$ cat src/hdl/rla_pkg.sv
// ----------------------------------------------------------------------------
// rla_pkg: shared definitions of the regression loss accumulator
// Widths, limits, register indexes, sequencer states and the structs that
// connect the configuration block and the shared arithmetic units.
// ----------------------------------------------------------------------------
package rla_pkg;

  localparam int FRAC_BITS   = 16;
  localparam int COUNT_WIDTH = 32;

  localparam int DATA_W  = 32;
  localparam int THR_W   = 31;
  localparam int BATCH_W = 16;
  localparam int SUM_W   = 64;
  localparam int LOSS_W  = 48;
  localparam int NORM_W  = 32;

  localparam int MUL_AW = DATA_W + 1;
  localparam int MUL_BW = DATA_W;
  localparam int MUL_PW = MUL_AW + MUL_BW;
  localparam int XM_W   = MUL_PW - FRAC_BITS;

  localparam int DIV_NW = (SUM_W + BATCH_W > COUNT_WIDTH + 1 + FRAC_BITS) ?
                          (SUM_W + BATCH_W) : (COUNT_WIDTH + 1 + FRAC_BITS);
  localparam int DIV_DW    = COUNT_WIDTH + 1;
  localparam int DIV_CNT_W = $clog2(DIV_NW + 1);

  localparam int APB_AW = 5;
  localparam int APB_DW = 32;

  localparam logic [LOSS_W-1:0] LOSS_MAX = {LOSS_W{1'b1}};
  localparam logic [NORM_W-1:0] NORM_MAX = {NORM_W{1'b1}};
  localparam logic [NORM_W-1:0] ONE_Q    = NORM_W'(1) << FRAC_BITS;
  localparam logic [NORM_W-1:0] NF_LIMIT = NORM_MAX >> FRAC_BITS;

  localparam logic [1:0] NORM_NONE = 2'd0;
  localparam logic [1:0] NORM_ELEM = 2'd1;
  localparam logic [1:0] NORM_POS  = 2'd2;

  typedef enum logic [2:0] {
    REG_THRESHOLD = 3'd0,
    REG_GAIN      = 3'd1,
    REG_SMOOTH    = 3'd2,
    REG_NORM      = 3'd3,
    REG_BATCH     = 3'd4,
    REG_POS_SRC   = 3'd5
  } reg_idx_t;

  typedef enum logic [4:0] {
    S_IDLE,
    S_MASK,
    S_MUL1,
    S_MUL2,
    S_ACC,
    S_DIV_SUM,
    S_WAIT_SUM,
    S_DIV_EX,
    S_WAIT_EX,
    S_DIV_L,
    S_WAIT_L,
    S_MUL_LO,
    S_MUL_HI,
    S_DIV_P,
    S_WAIT_P,
    S_DIV_NF,
    S_WAIT_NF,
    S_EMIT
  } state_t;

  typedef struct packed {
    logic [THR_W-1:0]   threshold;
    logic [DATA_W-1:0]  gain;
    logic               smooth;
    logic [1:0]         norm;
    logic [BATCH_W-1:0] batch;
    logic               pos_src;
  } cfg_t;

  typedef struct packed {
    logic [MUL_AW-1:0] a;
    logic [MUL_BW-1:0] b;
  } mul_req_t;

  typedef struct packed {
    logic              start;
    logic [DIV_NW-1:0] dividend;
    logic [DIV_DW-1:0] divisor;
  } div_req_t;

  typedef struct packed {
    logic              done;
    logic [DIV_NW-1:0] quotient;
  } div_rsp_t;

endpackage

$ cat src/hdl/rla_mul_unit.sv
// ----------------------------------------------------------------------------
// rla_mul_unit: shared multiplier
// Unsigned 33 by 32 bit multiplier with a registered product, used for the
// gain scaling, the squaring and the batch rescaling.
// ----------------------------------------------------------------------------
module rla_mul_unit (
  input  logic                       clk,
  input  rla_pkg::mul_req_t          req,
  output logic [rla_pkg::MUL_PW-1:0] product
);
  import rla_pkg::*;

  always_ff @(posedge clk) begin
    product <= MUL_PW'(req.a) * MUL_PW'(req.b);
  end
endmodule

$ cat config.mk
export PLATFORM = sky130hd
export DESIGN_NAME = rla_mul_unit
export DESIGN_NICKNAME = d
export VERILOG_FILES = /design/src/hdl/rla_pkg.sv /design/src/hdl/rla_mul_unit.sv
export SDC_FILE = /design/constraint.sdc
export NUM_CORES = 2
export LEC_CHECK = 0
export CAP_MARGIN = 40
export CORE_MARGIN = 1.5
export CORE_UTILIZATION = 55
export CTS_BUF_LIST = sky130_fd_sc_hd__clkbuf_16
export CTS_CLUSTER_DIAMETER = 60
export DETAILED_ROUTE_END_ITERATION = 8
export DONT_BUFFER_PORTS = 1
export HOLD_SLACK_MARGIN = 0.03
export MAX_ROUTING_LAYER = met4
export PLACE_DENSITY = 0.7
export SLEW_MARGIN = 15
export SYNTH_ARGS = -nofsm -noshare
export SYNTH_HDL_FRONTEND = slang
export SYNTH_SLANG_ARGS = --single-unit
$ cat constraint.sdc
create_clock -name clk -period 16.4 [get_ports clk]
set_clock_uncertainty 0.15 [all_clocks]
set_input_delay 1.64 -clock clk [delete_from_list [all_inputs] [get_ports clk]]
set_output_delay 1.64 -clock clk [all_outputs]
set_load 0.03 [all_outputs]
==> run_results.csv <==
group,metric,value,unit
status,status,"finished clean",
cts,clkTransAtPathRegs,0.05,ns
cells_and_area,largest-register,"product",
critical_path,crit_chain,"nand2_1, fa_1, inv_1, fa_1, fa_1, fa_1, fa_1, fa_1, fa_1, inv_1, fa_1, inv_1, ha_1, nand2_1, nor2_1, nand2_1, or3_1, a31oi_1, o311a_1, nor4bb_1, a311oi_1",
critical_path,worstPathMaxFanout,33,
logic_synthesis,async_flop_share,0,%
floorplan,die_h,257,um
sta,period_share,52.5,%
route,avgRoutedWirePerCell,20.9,um
job,maxCapViolCount,0,
cts,cts_hold_buffers,0,
route,drt_iter0_drc,1467,
critical_path,critPathRequiredTime,16.48,ns
critical_path,cp-start-kind,"input port",
logic_synthesis,ys_warn_count,0,
sta,slew_viol_final,0,
cts,clockRootBuffer,"clkbuf_16",
cells_and_area,areaGrowthSynthToFinish,1.66,%
floorplan,die_x,257,um
min_path,min_from,"req[0]",
sta,fmax,116,MHz
logic_synthesis,ys_seq_area_share,3.66,%
route,drc,0,
logic_synthesis,synth_ff_type,"dfxtp_1",
global_route,first_global_vias,27900,
cells_and_area,mostFrequentLayoutCell,"inv_1",
sta,worstMarginPinSlew,0.626,ns
route,num_vias,25500,
global_route,grt_pass1_wl,154000,um
critical_path,end_kind,"register",
logic_synthesis,syn_area_per_cell,9.05,um2
floorplan,rows,93,
route,wl,96100,um
cts,postCtsSetupBuffers,0,
global_route,grt_max_degree,34,
logic_synthesis,synth_nets,5185,
sta,setup_violations,0,
logic_synthesis,synth_edf_count,0,
cts,cts_tree,"done",
floorplan,initial_core_util,55.4,%
global_route,grt_usage,31.3,%
cells_and_area,reg.largest.list,"product: 65 flops",
critical_path,cp-startpoint,"req[17]",
sta,hold_violations,0,
cts,cts_max_level,3,
floorplan,dieArea,0.0662,mm2
cts,cts.sinks,65,
cells_and_area,finalNonFillerCells,4588,
cells_and_area,fill_cells,5749,
cells_and_area,drive_gt1_share,0.912,%
floorplan,core,0.0641,mm2
logic_synthesis,synth_area,0.0356,mm2
placement,dp.cells,4569,
cells_and_area,final_cell_mix,"inv_1, fa_1, nand2_1, and2_1, ha_1",
global_route,antenna_found_initial,1,
cts,cts_made_buffers,9,
critical_path,critical_path_class,"input port to register",
route,drt-vias-per-instance,5.55,
sta,period_minus_slack,8.62,ns
sta,relSlewSlack,58.1,%
placement,gp_congestion,0.914,
critical_path,cp.arrival,8.69,ns
logic_synthesis,synth_cell_types,67,
sta,finalSetupTns,0,ns
placement,io_buffers,0,
placement,dpl.hpwl,75000,um
cells_and_area,layout.nets,4981,
critical_path,max_stage_delay,0.70,ns
route,antenna_left,0,
sta,rsz0062_at_grt,"false",
min_path,hold_path.class,"input port to register",
cts,cts-resized-gates,0,
logic_synthesis,ys_ff_latch,65,
global_route,overflow,0,
critical_path,cpMaxStageDelayCell,"fa_1",
cells_and_area,largest_register_ffs,65,
logic_synthesis,synth_cells,3929,
route,dr.pass1.iters,5,
critical_path,path_common_cell,"fa_1",
min_path,hold_depth,1,
cts,clk_path_buf_depth,2,
floorplan,ioPinCount,131,
## layout make-up
class / instances / area, um2 / share of cell area (%)
Timing Repair Buffer: 2 / 12.5 / 0.0346
Inverter: 930 / 3490 / 9.66
Clock inverter: 7 / 93.8 / 0.260
Tap cell: 855 / 1070 / 2.96
Sequential cell: 65 / 1300 / 3.60
Antenna cell: 3 / 7.51 / 0.0208
Clock buffer: 9 / 225 / 0.623
Multi-Input combinational cell: 2717 / 29900 / 82.8
## critical path, delay by kind of cell
kind            cells  cell delay, ns
fa+ha+maj           9            4.56
compound gates      3            1.14
simple gates        6            1.13
buf+inv             3            0.16
## routing by layer
layer  global-route usage (%)  up-vias  share of wire (%)  wire (um)
met5                        -        -                  0          0
met4                     15.1        0                5.7       5480
li1                         -    10900                  -          -
met3                     3.60      268                5.9       5640
met2                     53.2      998                 51      49300
met1                     37.2    13300                 37      35700
## synthesized netlist by cell type (2+ instances only)
library cell | n | share of area [%]
nor3_1 | 12 | 0.17
nor4_1 | 4 | 0.070
nor2_1 | 37 | 0.39
o21ai_0 | 33 | 0.46
a21oi_2 | 2 | 0.049
and3_1 | 9 | 0.16
nand3_1 | 20 | 0.28
o311a_1 | 2 | 0.056
and2_1 | 488 | 8.6
nor4b_1 | 3 | 0.074
clkbuf_1 | 213 | 2.2
dfxtp_1 | 65 | 3.7
a221o_1 | 3 | 0.084
a21oi_1 | 79 | 1.1
o31ai_1 | 5 | 0.11
fa_1 | 926 | 52
ha_1 | 264 | 9.3
or2_2 | 2 | 0.035
o21bai_1 | 18 | 0.38
nand4b_1 | 2 | 0.049
o211ai_1 | 4 | 0.084
a21boi_0 | 3 | 0.063
a211oi_1 | 7 | 0.15
o21ai_1 | 3 | 0.042
a31oi_1 | 8 | 0.14
nand4_1 | 13 | 0.23
xnor2_1 | 33 | 0.81
nand2b_1 | 4 | 0.070
o21a_1 | 3 | 0.063
buf_2 | 4 | 0.056
nor2b_1 | 6 | 0.11
a211o_1 | 3 | 0.074
a311oi_1 | 4 | 0.099
or3_1 | 3 | 0.053
nand2_1 | 632 | 6.7
xor2_1 | 23 | 0.57
and4_1 | 2 | 0.049
o21ai_2 | 2 | 0.049
a21o_1 | 26 | 0.55
and2_4 | 2 | 0.049
inv_1 | 930 | 9.8
nor3b_1 | 2 | 0.042
## through the flow
stage          hold WS (ns)  utilization (%)  worst slack (ns)  instance area (um2)
3_3_place_gp           1.63             55.8              7.46                35800
5_1_grt                1.28             56.4              7.55                36100
2_1_floorplan          1.62                -              7.96                35600
3_5_place_dp           1.63             55.9              7.58                35800
6_report               1.29             56.4              7.78                36100
4_1_cts                1.27             56.4              7.89                36100
## final timing paths
path	slack (ns)	to
max	7.78	product[54]
min	1.29	product[0]
## logic make-up (layout without fill, tap and decap cells)
| logic type | after synthesis | after routing | synth area share, % |
|---|---|---|---|
| flip-flops | 65 | 65 | 3.66 |
| other | 0 | 3 | 0 |
| AO/OA/AOI/OAI | 224 | 224 | 4.17 |
| XOR/XNOR | 56 | 56 | 1.38 |
| multiplexers | 1 | 1 | 0.0317 |
| adder cells (fa/ha/maj) | 1190 | 1190 | 61.4 |
| AND/OR/NAND/NOR | 1246 | 1246 | 17.2 |
| buffers and inverters | 1147 | 948 | 12.1 |
Power is left out: the tool's default activity adds up to more than one toggle a clock period on the data nets, which glitch-free logic cannot reach.
