--- config.mk ---
export PLATFORM = sky130hd
export DESIGN_NAME = rla_apb_regs
export DESIGN_NICKNAME = d
export VERILOG_FILES = /design/src/hdl/rla_pkg.sv /design/src/hdl/rla_apb_regs.sv
export SDC_FILE = /design/constraint.sdc
export NUM_CORES = 1
export LEC_CHECK = 0
export ABC_AREA = 1
export BUFFER_PORTS_ARGS = -buffer_cell sky130_fd_sc_hd__buf_2
export CAP_MARGIN = 10
export CORE_ASPECT_RATIO = 1.25
export CORE_UTILIZATION = 50
export DETAILED_ROUTE_END_ITERATION = 10
export PLACE_DENSITY = 0.89
export SETUP_SLACK_MARGIN = 0.02
export SYNTH_ARGS = -nofsm -noshare
export SYNTH_HDL_FRONTEND = slang
export SYNTH_SLANG_ARGS = --single-unit
--- constraint.sdc ---
create_clock -name clk -period 1.7 [get_ports clk]
set_input_delay 0.085 -clock clk [delete_from_list [all_inputs] [get_ports clk]]
set_output_delay 0.085 -clock clk [all_outputs]
set_load 0.005 [all_outputs]
--- src/hdl/rla_pkg.sv ---
// ----------------------------------------------------------------------------
// rla_pkg: shared definitions of the regression loss accumulator
// Widths, limits, register indexes, sequencer states and the structs that
// connect the configuration block and the shared arithmetic units.
// ----------------------------------------------------------------------------
package rla_pkg;

  localparam int FRAC_BITS   = 16;
  localparam int COUNT_WIDTH = 32;

  localparam int DATA_W  = 32;
  localparam int THR_W   = 31;
  localparam int BATCH_W = 16;
  localparam int SUM_W   = 64;
  localparam int LOSS_W  = 48;
  localparam int NORM_W  = 32;

  localparam int MUL_AW = DATA_W + 1;
  localparam int MUL_BW = DATA_W;
  localparam int MUL_PW = MUL_AW + MUL_BW;
  localparam int XM_W   = MUL_PW - FRAC_BITS;

  localparam int DIV_NW = (SUM_W + BATCH_W > COUNT_WIDTH + 1 + FRAC_BITS) ?
                          (SUM_W + BATCH_W) : (COUNT_WIDTH + 1 + FRAC_BITS);
  localparam int DIV_DW    = COUNT_WIDTH + 1;
  localparam int DIV_CNT_W = $clog2(DIV_NW + 1);

  localparam int APB_AW = 5;
  localparam int APB_DW = 32;

  localparam logic [LOSS_W-1:0] LOSS_MAX = {LOSS_W{1'b1}};
  localparam logic [NORM_W-1:0] NORM_MAX = {NORM_W{1'b1}};
  localparam logic [NORM_W-1:0] ONE_Q    = NORM_W'(1) << FRAC_BITS;
  localparam logic [NORM_W-1:0] NF_LIMIT = NORM_MAX >> FRAC_BITS;

  localparam logic [1:0] NORM_NONE = 2'd0;
  localparam logic [1:0] NORM_ELEM = 2'd1;
  localparam logic [1:0] NORM_POS  = 2'd2;

  typedef enum logic [2:0] {
    REG_THRESHOLD = 3'd0,
    REG_GAIN      = 3'd1,
    REG_SMOOTH    = 3'd2,
    REG_NORM      = 3'd3,
    REG_BATCH     = 3'd4,
    REG_POS_SRC   = 3'd5
  } reg_idx_t;

  typedef enum logic [4:0] {
    S_IDLE,
    S_MASK,
    S_MUL1,
    S_MUL2,
    S_ACC,
    S_DIV_SUM,
    S_WAIT_SUM,
    S_DIV_EX,
    S_WAIT_EX,
    S_DIV_L,
    S_WAIT_L,
    S_MUL_LO,
    S_MUL_HI,
    S_DIV_P,
    S_WAIT_P,
    S_DIV_NF,
    S_WAIT_NF,
    S_EMIT
  } state_t;

  typedef struct packed {
    logic [THR_W-1:0]   threshold;
    logic [DATA_W-1:0]  gain;
    logic               smooth;
    logic [1:0]         norm;
    logic [BATCH_W-1:0] batch;
    logic               pos_src;
  } cfg_t;

  typedef struct packed {
    logic [MUL_AW-1:0] a;
    logic [MUL_BW-1:0] b;
  } mul_req_t;

  typedef struct packed {
    logic              start;
    logic [DIV_NW-1:0] dividend;
    logic [DIV_DW-1:0] divisor;
  } div_req_t;

  typedef struct packed {
    logic              done;
    logic [DIV_NW-1:0] quotient;
  } div_rsp_t;

endpackage

--- src/hdl/rla_apb_regs.sv ---
// ----------------------------------------------------------------------------
// rla_apb_regs: configuration registers
// APB-style register file holding threshold, gain, loss mode, normalization
// mode, batch count and positive source.
// ----------------------------------------------------------------------------
module rla_apb_regs (
  input  logic                       clk,
  input  logic                       rst,
  input  logic                       psel,
  input  logic                       penable,
  input  logic                       pwrite,
  input  logic [rla_pkg::APB_AW-1:0] paddr,
  input  logic [rla_pkg::APB_DW-1:0] pwdata,
  output logic [rla_pkg::APB_DW-1:0] prdata,
  output logic                       pready,
  output rla_pkg::cfg_t              cfg
);
  import rla_pkg::*;

  reg_idx_t idx;
  logic     wr;

  assign pready = 1'b1;
  assign idx    = reg_idx_t'(paddr[APB_AW-1:2]);
  assign wr     = psel && penable && pwrite && pready;

  always_ff @(posedge clk) begin
    if (rst) begin
      cfg.threshold <= '0;
      cfg.gain      <= DATA_W'(ONE_Q);
      cfg.smooth    <= 1'b0;
      cfg.norm      <= NORM_NONE;
      cfg.batch     <= BATCH_W'(1);
      cfg.pos_src   <= 1'b1;
    end else if (wr) begin
      case (idx)
        REG_THRESHOLD: cfg.threshold <= pwdata[THR_W-1:0];
        REG_GAIN:      cfg.gain      <= pwdata[DATA_W-1:0];
        REG_SMOOTH:    cfg.smooth    <= pwdata[0];
        REG_NORM:      cfg.norm      <= pwdata[1:0];
        REG_BATCH:     cfg.batch     <= pwdata[BATCH_W-1:0];
        REG_POS_SRC:   cfg.pos_src   <= pwdata[0];
        default: ;
      endcase
    end
  end

  always_comb begin
    case (idx)
      REG_THRESHOLD: prdata = APB_DW'(cfg.threshold);
      REG_GAIN:      prdata = APB_DW'(cfg.gain);
      REG_SMOOTH:    prdata = APB_DW'(cfg.smooth);
      REG_NORM:      prdata = APB_DW'(cfg.norm);
      REG_BATCH:     prdata = APB_DW'(cfg.batch);
      REG_POS_SRC:   prdata = APB_DW'(cfg.pos_src);
      default:       prdata = '0;
    endcase
  end
endmodule

==> reports/qor.txt <==
reg-to-reg critical path startpoint = cfg[30]$_SDFFE_PP0P_
Iteration-0 DRC Markers = 242
met3 wire length = 609 um
VDD IR-drop max = 0.5442 mV
clk slew on worst S/H paths = 0.08 ns
largest net degree at the start of global routing = 63
Worst Hold Launch = pwdata[31]
Detailed Routing Iterations Pass 1 = 4
pre-CTS setup slack = 0.2207 ns
max reg flops = 83
arrival time at the worst endpoint = 1.29 ns
cells on worst reg2reg path = 2
DRC = 0
Yosys top cell by area = dfxtp_1
Setup CP Type = in2out
hold path depth = 5
H-tree depth = 3
CTS root buffer = clkbuf_8
RSZ-0062 raised after global routing = no
final setup fails = 0
post-route non-filler standard cell count = 870
Filler cells = 667
final core occ = 64.65%
post-synthesis simple-gate area fraction = 47.97%
Synth top area share = 40.24%
Min Hold Slack = 0.06299 ns
Syn Area/Cell = 6.502 sq um
area of the mapped netlist = 4129 sq um
Nets = 813
die height = 103.6 um
Die ar. = 8628 sq um
Psw = 0.0009674 W
post-CTS setup buffer count = 0
outcome = complete, no violations
Worst-Skew Late Latency = 0.34 ns
Synth Net Count = 677
# clock sinks = 83
total global-route track usage = 25.64%
Yosys cell types = 22
maxcap violations = 0
mux cell area share after synthesis = 0%
minimum clock period = 1.378 ns
post-synthesis sequential area ratio = 40.24%
Worst Slack Setup Final = 0.3223 ns
post-DP HPWL = 7424 um
TritonCTS clock tree = done
CP max-delay cell = nor2_8
Critical Path Source = paddr[2]
Setup crit end kind = output port
xor/xnor share of the synthesized area = 0%
Reg power frac = 49.2%
Critical Path RT = 1.62 ns
wire length on met2 = 5669 um
dominant cells by area after synthesis = dfxtp_1 40%, nand2_1 17%, nor2_1 15%
Metal-1 WL = 4545 um
combinational share of power = 9.6%
final RePlAce weighted congestion = 0.8742
Area Overhead vs Synth = 23.42%
YS warnings = 0
CP most frequent cell = buf_2
Max Slew Vio Count = 0
port bufs = 154
fmax = 725.9 MHz
Vias per Instance = 5.174
Core Region = 7883 sq um
flops & latches, synth = 83
largest registers = cfg x83
Internal = 0.003069 W
Inserted Clock Buffers = 9
Final Cycle Share = 81.04%
Sequential Area = 1662 sq um
Crit Path Max Fanout = 21
Hold Fails Final Rpt = 0
Setup Skew = 0 ns
Hold WC Path Type = in2reg
ANT nets after route = 0
post-synthesis adder-cell area fraction = 0%
Post-Synthesis Cells = 635
slew margin rel. = 43.76%
Worst Tran Pin Value = 0.8415 ns
crit-path cells = buf_2 -> inv_2 -> nand2_4 -> nor2_8 -> buf_4 -> nand2_1 -> nand3_1 -> buf_2
max layer used = met4
antenna fix cells = 0
initial antenna violation count = 0
Worst setup SP type = primary input
share of cells above drive strength 1 = 25.42%
compound-cell area share of the yosys netlist = 0.4848%
Sw Share = 23.97%
PD cells = 792.0 nW/um^2
standard-cell rows = 36
Leakage = 2.713 nW
Clock Power Share = 41.1%
initial cell density of the core = 52.38%
Overflow after GRT = 0
largest family of logic cells by synthesized area = simple AND/OR/NAND/NOR gates
Biggest register = cfg
WL/cell = 12.76 um
die width = 83.28 um
I/O Pins = 158
area of the multi-input gates = 2004 sq um
vias in the first global route = 4112
Fin Setup TNS = 0 ns
placed cell count = 853
final WL = 11100 um
first-pass GRT wire length = 18500 um
CTS max path bufs = 2
Critical Path Max Stage Delay = 0.30 ns
via count = 4501
cells by family after synthesis:
group | count (synthesis)
AND/OR/NAND/NOR | 464
flip-flops | 83
buffers and inverters | 83
AO/OA/AOI/OAI | 4
other | 1
cells in the mapped netlist, drive strengths merged:
master and count:
inv 41, nand4 3, o21ai 3, nand2 189, nor2 171, buf 39
conb 1, dfxtp 83, a21oi 1, clkbuf 3, nand3 101
final timing paths:
| check | end | slack, ns |
|---|---|---|
| setup reg to reg | cfg[30]$_SDFFE_PP0P_ | 1.04 |
| setup / recovery | prdata[7] | 0.32 |
| hold reg to reg | cfg[35]$_SDFFE_PP0P_ | 0.50 |
| hold / removal | cfg[51]$_SDFFE_PP0P_ | 0.06 |
routing by layer:
layer  vias up  track usage (%)
met5         -                0
met4         0            12.07
met3        25            3.825
met2       188            45.55
met1      2066            29.95
li1       2222                -
worst max-delay path, delay by kind of cell:
kind / cells / cell delay [ns]
and+or+nand+nor: 4 / 0.55
buffers and inverters: 4 / 0.64
cell type report:
| type | instances | area share (%) |
|---|---|---|
| Sequential cell | 83 | 32.60 |
| Multi-Input combinational cell | 469 | 39.33 |
| Clock buffer | 9 | 2.431 |
| Timing Repair Buffer | 167 | 18.12 |
| Clock inverter | 6 | 2.062 |
| Tap cell | 95 | 2.332 |
| Inverter | 41 | 3.118 |
power by group through the flow:
stage / sequential (W) / combinational, W / clock (W)
final: 0.00199 / 0.000389 / 0.00166
after global routing: 0.00199 / 0.000431 / 0.00176
after CTS: 0.00199 / 0.000386 / 0.00167
after detailed placement: 0.00203 / 0.000381 / 0
after global placement: 0.00203 / 0.000369 / 0
after floorplan: 0.00203 / 0.000262 / 0
through the flow:
stage,instance area (sq um),power (W)
after floorplan,4129,0.002294
after global placement,4847,0.002400
after detailed placement,4847,0.002414
after CTS,5096,0.004047
after global routing,5096,0.004180
final,5096,0.004036
what timing repair did:
action	in CTS	in global routing
hold buffers	2	0
endpoints found under the hold margin	2	0
gates resized for setup	0	0
cell usage in the layout, fill, tap and decap left out, drive strengths merged:
cell type,count
inv,41
nand2,189
clkbuf,9
dlygate4sd3,2
clkinv,3
conb,1
nand4,3
buf,165
nor2,171
bufinv,3
o21ai,3
a21oi,1
nand3,101
dfxtp,83
No activity file was read; power rests on OpenSTA's default activity.
