--- src/hdl/rla_pkg.sv ---
// ----------------------------------------------------------------------------
// rla_pkg: shared definitions of the regression loss accumulator
// Widths, limits, register indexes, sequencer states and the structs that
// connect the configuration block and the shared arithmetic units.
// ----------------------------------------------------------------------------
package rla_pkg;

  localparam int FRAC_BITS   = 16;
  localparam int COUNT_WIDTH = 32;

  localparam int DATA_W  = 32;
  localparam int THR_W   = 31;
  localparam int BATCH_W = 16;
  localparam int SUM_W   = 64;
  localparam int LOSS_W  = 48;
  localparam int NORM_W  = 32;

  localparam int MUL_AW = DATA_W + 1;
  localparam int MUL_BW = DATA_W;
  localparam int MUL_PW = MUL_AW + MUL_BW;
  localparam int XM_W   = MUL_PW - FRAC_BITS;

  localparam int DIV_NW = (SUM_W + BATCH_W > COUNT_WIDTH + 1 + FRAC_BITS) ?
                          (SUM_W + BATCH_W) : (COUNT_WIDTH + 1 + FRAC_BITS);
  localparam int DIV_DW    = COUNT_WIDTH + 1;
  localparam int DIV_CNT_W = $clog2(DIV_NW + 1);

  localparam int APB_AW = 5;
  localparam int APB_DW = 32;

  localparam logic [LOSS_W-1:0] LOSS_MAX = {LOSS_W{1'b1}};
  localparam logic [NORM_W-1:0] NORM_MAX = {NORM_W{1'b1}};
  localparam logic [NORM_W-1:0] ONE_Q    = NORM_W'(1) << FRAC_BITS;
  localparam logic [NORM_W-1:0] NF_LIMIT = NORM_MAX >> FRAC_BITS;

  localparam logic [1:0] NORM_NONE = 2'd0;
  localparam logic [1:0] NORM_ELEM = 2'd1;
  localparam logic [1:0] NORM_POS  = 2'd2;

  typedef enum logic [2:0] {
    REG_THRESHOLD = 3'd0,
    REG_GAIN      = 3'd1,
    REG_SMOOTH    = 3'd2,
    REG_NORM      = 3'd3,
    REG_BATCH     = 3'd4,
    REG_POS_SRC   = 3'd5
  } reg_idx_t;

  typedef enum logic [4:0] {
    S_IDLE,
    S_MASK,
    S_MUL1,
    S_MUL2,
    S_ACC,
    S_DIV_SUM,
    S_WAIT_SUM,
    S_DIV_EX,
    S_WAIT_EX,
    S_DIV_L,
    S_WAIT_L,
    S_MUL_LO,
    S_MUL_HI,
    S_DIV_P,
    S_WAIT_P,
    S_DIV_NF,
    S_WAIT_NF,
    S_EMIT
  } state_t;

  typedef struct packed {
    logic [THR_W-1:0]   threshold;
    logic [DATA_W-1:0]  gain;
    logic               smooth;
    logic [1:0]         norm;
    logic [BATCH_W-1:0] batch;
    logic               pos_src;
  } cfg_t;

  typedef struct packed {
    logic [MUL_AW-1:0] a;
    logic [MUL_BW-1:0] b;
  } mul_req_t;

  typedef struct packed {
    logic              start;
    logic [DIV_NW-1:0] dividend;
    logic [DIV_DW-1:0] divisor;
  } div_req_t;

  typedef struct packed {
    logic              done;
    logic [DIV_NW-1:0] quotient;
  } div_rsp_t;

endpackage

--- src/hdl/rla_div_unit.sv ---
// ----------------------------------------------------------------------------
// rla_div_unit: shared iterative divider
// Restoring divider that produces one quotient bit per cycle and pulses done
// when the full quotient is available.
// ----------------------------------------------------------------------------
module rla_div_unit (
  input  logic              clk,
  input  logic              rst,
  input  rla_pkg::div_req_t req,
  output rla_pkg::div_rsp_t rsp
);
  import rla_pkg::*;

  logic [DIV_DW-1:0]    rem;
  logic [DIV_DW-1:0]    dvsr;
  logic [DIV_NW-1:0]    quo;
  logic [DIV_CNT_W-1:0] cnt;
  logic                 done;
  logic [DIV_DW:0]      trial;
  logic [DIV_DW:0]      diff;
  logic                 fits;

  always_comb begin
    trial = {rem, quo[DIV_NW-1]};
    diff  = trial - {1'b0, dvsr};
    fits  = trial >= {1'b0, dvsr};
  end

  always_ff @(posedge clk) begin
    if (rst) begin
      cnt  <= '0;
      done <= 1'b0;
    end else begin
      done <= (cnt == DIV_CNT_W'(1));
      if (req.start) begin
        cnt <= DIV_CNT_W'(DIV_NW);
      end else if (cnt != '0) begin
        cnt <= cnt - 1'b1;
      end
    end
  end

  always_ff @(posedge clk) begin
    if (req.start) begin
      rem  <= '0;
      quo  <= req.dividend;
      dvsr <= req.divisor;
    end else if (cnt != '0) begin
      rem <= fits ? diff[DIV_DW-1:0] : trial[DIV_DW-1:0];
      quo <= {quo[DIV_NW-2:0], fits};
    end
  end

  assign rsp.done     = done;
  assign rsp.quotient = quo;
endmodule

--- config.mk ---
export PLATFORM = sky130hd
export DESIGN_NAME = rla_div_unit
export DESIGN_NICKNAME = d
export VERILOG_FILES = /design/src/hdl/rla_pkg.sv /design/src/hdl/rla_div_unit.sv
export SDC_FILE = /design/constraint.sdc
export NUM_CORES = 1
export LEC_CHECK = 0
export BUFFER_PORTS_ARGS = -buffer_cell sky130_fd_sc_hd__buf_2
export CORE_MARGIN = 1.5
export CORE_UTILIZATION = 50
export CTS_BUF_LIST = sky130_fd_sc_hd__clkbuf_4 sky130_fd_sc_hd__clkbuf_8
export CTS_CLUSTER_DIAMETER = 60
export DETAILED_ROUTE_END_ITERATION = 7
export PLACE_DENSITY = 0.74
export SYNTH_ARGS = -nofsm -noshare
export SYNTH_HDL_FRONTEND = slang
export SYNTH_SLANG_ARGS = --single-unit
--- constraint.sdc ---
create_clock -name clk -period 6.2 [get_ports clk]
set_clock_uncertainty 0.15 [all_clocks]
set_input_delay 0.31 -clock clk [delete_from_list [all_inputs] [get_ports clk]]
set_output_delay 0.31 -clock clk [all_outputs]
set_load 0.01 [all_outputs]
==> summary.md, run 1 <==
| Metric | Value |
|---|---|
| Finished Cell Area | `10,900 sq um` |
| Routed wirelength normalized by instance count | `17.4 microns` |
| Number of antenna violations at the first check in global routing | `0` |
| Reported leakage power | `0.00476 uW` |
| Number of CTS-inserted buffers | `17` |
| Power density over the cells | `404 nW/um^2` |
| Setup crit end | `rem[0]` |
| Chip Height | `131 microns` |
| Horizontal extent of the die | `131 microns` |
| Gr ovfl total | `0` |
| Insertion delay of the later-clocked pin in the worst-skew pair | `470 ps` |
| Cell total after placement | `1,090` |
| Outcome | `finished clean` |
| Commonest non-fill, non-tap cell in the layout | `buf_2` |
| Ys async rst share | `0%` |
| Reported net switching power | `1750 uW` |
| Placement-stage cell area | `9340 sq um` |
| Max-slew headroom | `30.9%` |
| CTS clk-pin slew, worst paths | `90 ps` |
| Aggregate routed wire length | `21,400 microns` |
| Most frequent cells in the layout | `195 x buf_2, 113 x edfxtp_1, 112 x dlygate4sd3_1` |
| Initial core utilization | `51.5%` |
| Number of distinct library cell variants in the gate-level netlist after synthesis | `57` |
| IO Port Bufs | `196` |
| EDFF count, synth | `113` |
| Crit Reg-Reg Startpoint | `quo[79]` |
| Required time at the endpoint of the critical path | `6370 ps` |
| Number of global-route vias before repair | `6,744` |
| DR vias/cell | `5.37` |
| Count of inserted antenna diode cells | `0` |
| Share of the synthesized area in compound gates (AO/OA/AOI/OAI) | `14.4%` |
| Synthesized instance count | `706` |
| Arr. time, crit path | `3510 ps` |
| Main flop type after synthesis | `edfxtp_1` |
| Core box area | `15,900 sq um` |
| Final count of negative-setup-slack endpoints | `0` |
| Number of placement rows | `46` |
| Clock tree sinks | `154` |
| Type of origin of the critical path | `flip-flop` |
| HPWL after detailed placement | `13,400 microns` |
| TritonCTS clock tree | `built` |
| Global routing usage summed across all routing layers | `25.4%` |
| Die area | `17,200 sq um` |
| Final nets | `1,158` |
| Global-route wire length before repair | `34,600 microns` |
| Maximum operating frequency | `299 MHz` |
| Synthesis warning total | `0` |
| Synth Net Count | `859` |
| Number of nets still failing antenna checks after routing | `0` |
| Adder-cell share of the synthesized area | `5.73%` |
| Number of buffers between clock root and the deepest sink | `2` |
| Share of post-route cells with drive strength above 1 | `33.9%` |
| Proportion of power drawn by the clock network | `18.5%` |
| First-pass detailed-route iteration total | `5` |
| Depth of the worst register-to-register path | `13` |
| Combinational family with the most area after synthesis | `compound AO/OA/AOI/OAI gates` |
| Worst Hold Class | `primary input to flip-flop` |
| Setup TNS | `0 ps` |
| Post-detailed-route DRC marker count | `0` |
| Post-placement setup slack | `2910 ps` |
| Worst Path Max Fanout | `37` |
| Pin count of the biggest net entering global routing | `81` |
| Internal power contribution | `2640 uW` |
| I/O pins | `197` |
| Initial DRC Count | `390` |
| Number of slew-limit violations in the final report | `0` |
| Post-CTS Repair Setup Buffers | `0` |
| Final worst path period share | `53.9%` |
| Comb power frac | `45.2%` |
| Count of maximum capacitance violations | `0` |
| Min-Delay Path Depth | `2` |
| Total number of vias | `6,623` |
| Crit path from | `quo[79]` |
| Post-Synth Simple-Gate Area | `9.37%` |
| Transition time at the pin with the least slew margin | `1040 ps` |
| Seq cells post-synth | `154` |
| Area share of xor/xnor cells in the synthesized design | `3.52%` |
| CTS Root Buffer Type | `clkbuf_8` |
| Sequential group share of total power | `36.3%` |
| Slack of the critical path | `2860 ps` |
| Placer congestion estimate | `0.879` |
| Multiplexer fraction of the synthesized cell area | `11.6%` |
| Area Overhead vs Synth | `32.4%` |
| Crit Path Class | `flip-flop to flip-flop` |
| Unrepaired setup endpoints after global routing | `false` |
| FILL cells | `1,159` |
| Sw frac | `39.9%` |
| Shortest period the worst path allows | `3340 ps` |
| Sequential share of the synthesized area | `51.3%` |
| Reg-to-reg setup timing slack | `2860 ps` |
| Area of the mapped netlist | `8220 sq um` |
| Cell Count, Final, Fillers Out | `1,234` |
| Critical register-to-register path endpoint | `rem[0]` |
| Number of resized instances in the post-cts repair step | `0` |
| Post-synthesis average cell area | `11.6 sq um` |
| Deepest level of the CTS H-tree | `4` |
| Capturing element type of the critical path | `flip-flop` |
| Minimum hold slack | `52.1 ps` |
| Largest voltage drop on the vdd net | `222 uV` |
| Final hold violation count | `0` |
[through the flow]
step | total power (uW) | util, %
final | 4390 | 68.2
after global routing | 4680 | 68.2
after CTS | 4370 | 68.0
after detailed placement | 3500 | 58.6
after global placement | 3480 | 58.6
after floorplan | 3060 | -
[layout make-up]
type	count	area [sq um]	area share (%)
Clock inverter	15	181	1.67
Sequential cell	154	4210	38.7
Multi-Input combinational cell	476	3670	33.7
Timing Repair Buffer	313	2150	19.7
Tap cell	216	270	2.49
Inverter	43	161	1.48
Clock buffer	17	234	2.15
[worst min-delay path by stage]
stage | start | to | slack (ps)
5_1_grt | req[103] | quo[70] | 10
3_5_place_dp | rem[32] | rem[32] | 330
3_3_place_gp | rem[32] | rem[32] | 310
4_1_cts | req[103] | quo[70] | 4
6_report | req[36] | quo[3] | 50
2_1_floorplan | rst | cnt[4] | 230
[cells by family (layout without fill, tap and decap cells)]
family | after synthesis | count (layout)
AOI/OAI and AO/OA | 150 | 150
buffers and inverters | 76 | 388
xor gates and xnor gates | 33 | 33
and+or+nand+nor | 171 | 171
muxes | 85 | 85
adders and majority gates | 37 | 37
DFF | 154 | 154
[timing repair]
action                                  4_1_cts  5_1_grt
endpoints found under the hold margin       114        4
hold buffers                                108        4
endpoints found under the setup margin        0        0
[Yosys cell counts, drive strengths merged (2+ instances only)]
library cell  instances  area share [%]
o211ai                3            0.27
o31ai                 3            0.44
nor2b                 5            0.38
mux2                 81              11
a21o                 21             1.9
xor2                 14             1.5
and4                  3            0.32
nand3                13            0.79
clkbuf               23             1.1
and3                  7            0.59
o211a                 5            0.61
o21ai                22             1.3
o2111ai               2            0.21
o311ai                2            0.21
dfxtp                41              10
o21a                  3            0.27
a31oi                 7            0.53
inv                  43             2.0
buf                  10             1.1
mux2i                 4            0.49
nor2                 45             2.1
nor3                  7            0.43
xnor2                19             2.0
and2                  3            0.23
o21bai                2            0.18
a311oi               23             4.1
edfxtp              113              41
nand2                75             3.5
a21oi                44             2.8
nor4                  5            0.38
a211oi                5            0.46
nand4                 2            0.15
ha                   36             5.5
[state kept, by name (all words and copies together), names as in the netlist]
register	count
cnt	7
dvsr	33
rem	33
done	1
quo	80
[worst max-delay path: stages (launching register included)]
cell	delay, ps
edfxtp_1	430
inv_1	80
ha_1	160
inv_1	50
fa_1	410
a211oi_1	320
o211ai_1	200
nand3_1	140
nand2_1	120
a21oi_4	280
o31a_4	430
nor2_1	90
a211oi_1	230
nor3_1	90
[power groups by stage]
stage                     clock network [uW]  logic, uW  registers (uW)
after floorplan                            0       1440            1630
after global placement                     0       1880            1600
after detailed placement                   0       1900            1600
after CTS                                824       1960            1580
after global routing                     869       2190            1630
final                                    811       1990            1600
[metal layers]
metal | GRT usage (%) | part of all wire, % | vias to the layer above | routed length (microns)
li1 | - | - | 3211 | -
met1 | 30.8 | 41 | 3117 | 8780
met2 | 43.5 | 50 | 257 | 10800
met3 | 6.75 | 6.3 | 38 | 1360
met4 | 9.18 | 2.5 | 0 | 535
met5 | 0 | 0 | - | 0
No activity file was read; power rests on OpenSTA's default activity.
==> run 2, diff against run 1 <==
Clock period 6.2 ns to 3.2 ns, I/O delays scaled along.
==> summary.md, run 2 (synthesis results as in run 1) <==
| Metric | Value |
|---|---|
| DR vias/cell | `5.34` |
| TritonCTS clock tree | `built` |
| Final hold violation count | `0` |
| Final count of negative-setup-slack endpoints | `0` |
| Die area | `17,200 sq um` |
| Number of placement rows | `46` |
| Global routing usage summed across all routing layers | `25.4%` |
| Pin count of the biggest net entering global routing | `81` |
| Final worst path period share | `97.0%` |
| Sequential cell area | `4210 sq um` |
| Reg with most FFs | `quo` |
| Slack of the critical path | `97.5 ps` |
| Share of post-route cells with drive strength above 1 | `35.7%` |
| Initial core utilization | `51.5%` |
| Sw frac | `39.3%` |
| Chip Height | `131 microns` |
| Arr. time, crit path | `3350 ps` |
| Crit-path max cell delay | `400 ps` |
| Count of maximum capacitance violations | `0` |
| IO Port Bufs | `196` |
| Shortest period the worst path allows | `3100 ps` |
| Deepest level of the CTS H-tree | `4` |
| Min-Delay Path Depth | `2` |
| Power density over the cells | `787 nW/um^2` |
| Internal power contribution | `5300 uW` |
| Capturing element type of the critical path | `flip-flop` |
| Sequential group share of total power | `35.5%` |
| Worst path top cell family by delay | `compound AO/OA/AOI/OAI gates` |
| Total number of vias | `6,715` |
| Footprint of the multi-input gates | `3720 sq um` |
| Gr ovfl total | `0` |
| Worst Path Max Fanout | `7` |
| First-pass detailed-route iteration total | `5` |
| Number of slew-limit violations in the final report | `0` |
| Type of origin of the critical path | `flip-flop` |
| Proportion of power drawn by the clock network | `16.1%` |
| Global-route wire length before repair | `34,700 microns` |
| Required time at the endpoint of the critical path | `3450 ps` |
| CTS Root Buffer Type | `clkbuf_8` |
| Comb power frac | `48.4%` |
| Transition time at the pin with the least slew margin | `1030 ps` |
| Aggregate routed wire length | `21,800 microns` |
| Number of CTS-inserted buffers | `17` |
| Final nets | `1,182` |
| Reported net switching power | `3430 uW` |
| Core box area | `15,900 sq um` |
| FILL cells | `1,179` |
| Routed wirelength normalized by instance count | `17.4 microns` |
| Number of buffers between clock root and the deepest sink | `2` |
| Largest voltage drop on the vdd net | `446 uV` |
| Clock tree sinks | `154` |
| HPWL after detailed placement | `13,700 microns` |
| Horizontal extent of the die | `131 microns` |
| Number of gates on the worst path with buffers counted | `12` |
| Cells along the critical path | `inv_1 -> ha_2 -> and3_4 -> and2_1 -> a221o_1 -> a311o_1 -> a21oi_4 -> o31a_4 -> buf_12 -> a21oi_1 -> o21ai_0 -> o211a_1` |
| CTS clk-pin slew, worst paths | `90 ps` |
| I/O pins | `197` |
| Post-detailed-route DRC marker count | `0` |
| Most frequent cells in the layout | `195 x buf_2, 115 x dlygate4sd3_1, 113 x edfxtp_1` |
| Max-slew headroom | `31.2%` |
| Crit path max-delay cell type | `a311o_1` |
| Maximum operating frequency | `322 MHz` |
| Number of global-route vias before repair | `6,802` |
| Number of antenna violations at the first check in global routing | `0` |
| Count of inserted antenna diode cells | `0` |
| Insertion delay of the later-clocked pin in the worst-skew pair | `460 ps` |
| Worst Hold Class | `primary input to flip-flop` |
| Number of flip-flops under the largest register name | `80` |
| Outcome | `finished clean` |
| Final standard cell utilization of the core | `69.6%` |
| Reported leakage power | `0.00486 uW` |
| Post-placement setup slack | `74.1 ps` |
| Buffer and inverter count on the worst path | `2` |
| Placer congestion estimate | `0.837` |
| Depth of the worst register-to-register path | `12` |
| Largest regs | `quo (80), dvsr (33), rem (33)` |
| Crit Path Class | `flip-flop to flip-flop` |
| Number of nets still failing antenna checks after routing | `0` |
| Area Overhead vs Synth | `35.0%` |
| Initial DRC Count | `424` |
| Commonest non-fill, non-tap cell in the layout | `buf_2` |
## run 2: timing repair
action	CTS	global route
hold buffers	115	0
endpoints found under the setup margin	0	29
setup buffers	0	6
gates resized for setup	0	11
hold endpoints to repair	122	0
## run 2: layout make-up
class | count | area share [%]
clock buffer | 18 | 2.18
multi-input combinational | 477 | 33.5
tap | 216 | 2.44
sequential | 154 | 38.0
timing repair buffer | 336 | 21.3
clock inverter | 13 | 1.06
inverter | 43 | 1.49
## run 2: final timing paths
kind / start / slack (ps) / endpoint
setup / recovery: dvsr[20] / 100 / rem[27]
hold / removal: req[11] / 260 / dvsr[11]
setup reg to reg: dvsr[20] / 100 / rem[27]
hold reg to reg: rem[32] / 330 / rem[32]
## run 2: power by group through the flow
stage / Combinational, uW / Clock (uW) / Sequential [uW]
final: 4220 / 1410 / 3100
after detailed placement: 3870 / 0 / 3100
after CTS: 4010 / 1440 / 3070
after global routing: 4650 / 1500 / 3160
after global placement: 3830 / 0 / 3090
after floorplan: 2780 / 0 / 3150
## run 2: per-stage QoR
stage          total power [uW]  instance area [sq um]  TNS, ps  std cells  hold WS, ps
3_5_place_dp               6970                   9470        0       1104          188
5_1_grt                    9310                  11100   -0.173       1257          230
3_3_place_gp               6920                   9470        0       1104          187
2_1_floorplan              5930                   8220        0        706         79.1
4_1_cts                    8520                  11000        0       1250          221
6_report                   8730                  11100        0       1257          257
## run 2: layer usage
layer	track usage [%]	vias up	wire, microns
met5	0	-	0
met4	8.86	0	455
met3	6.91	32	1340
met2	43.4	219	11000
met1	30.8	3203	9040
li1	-	3261	-
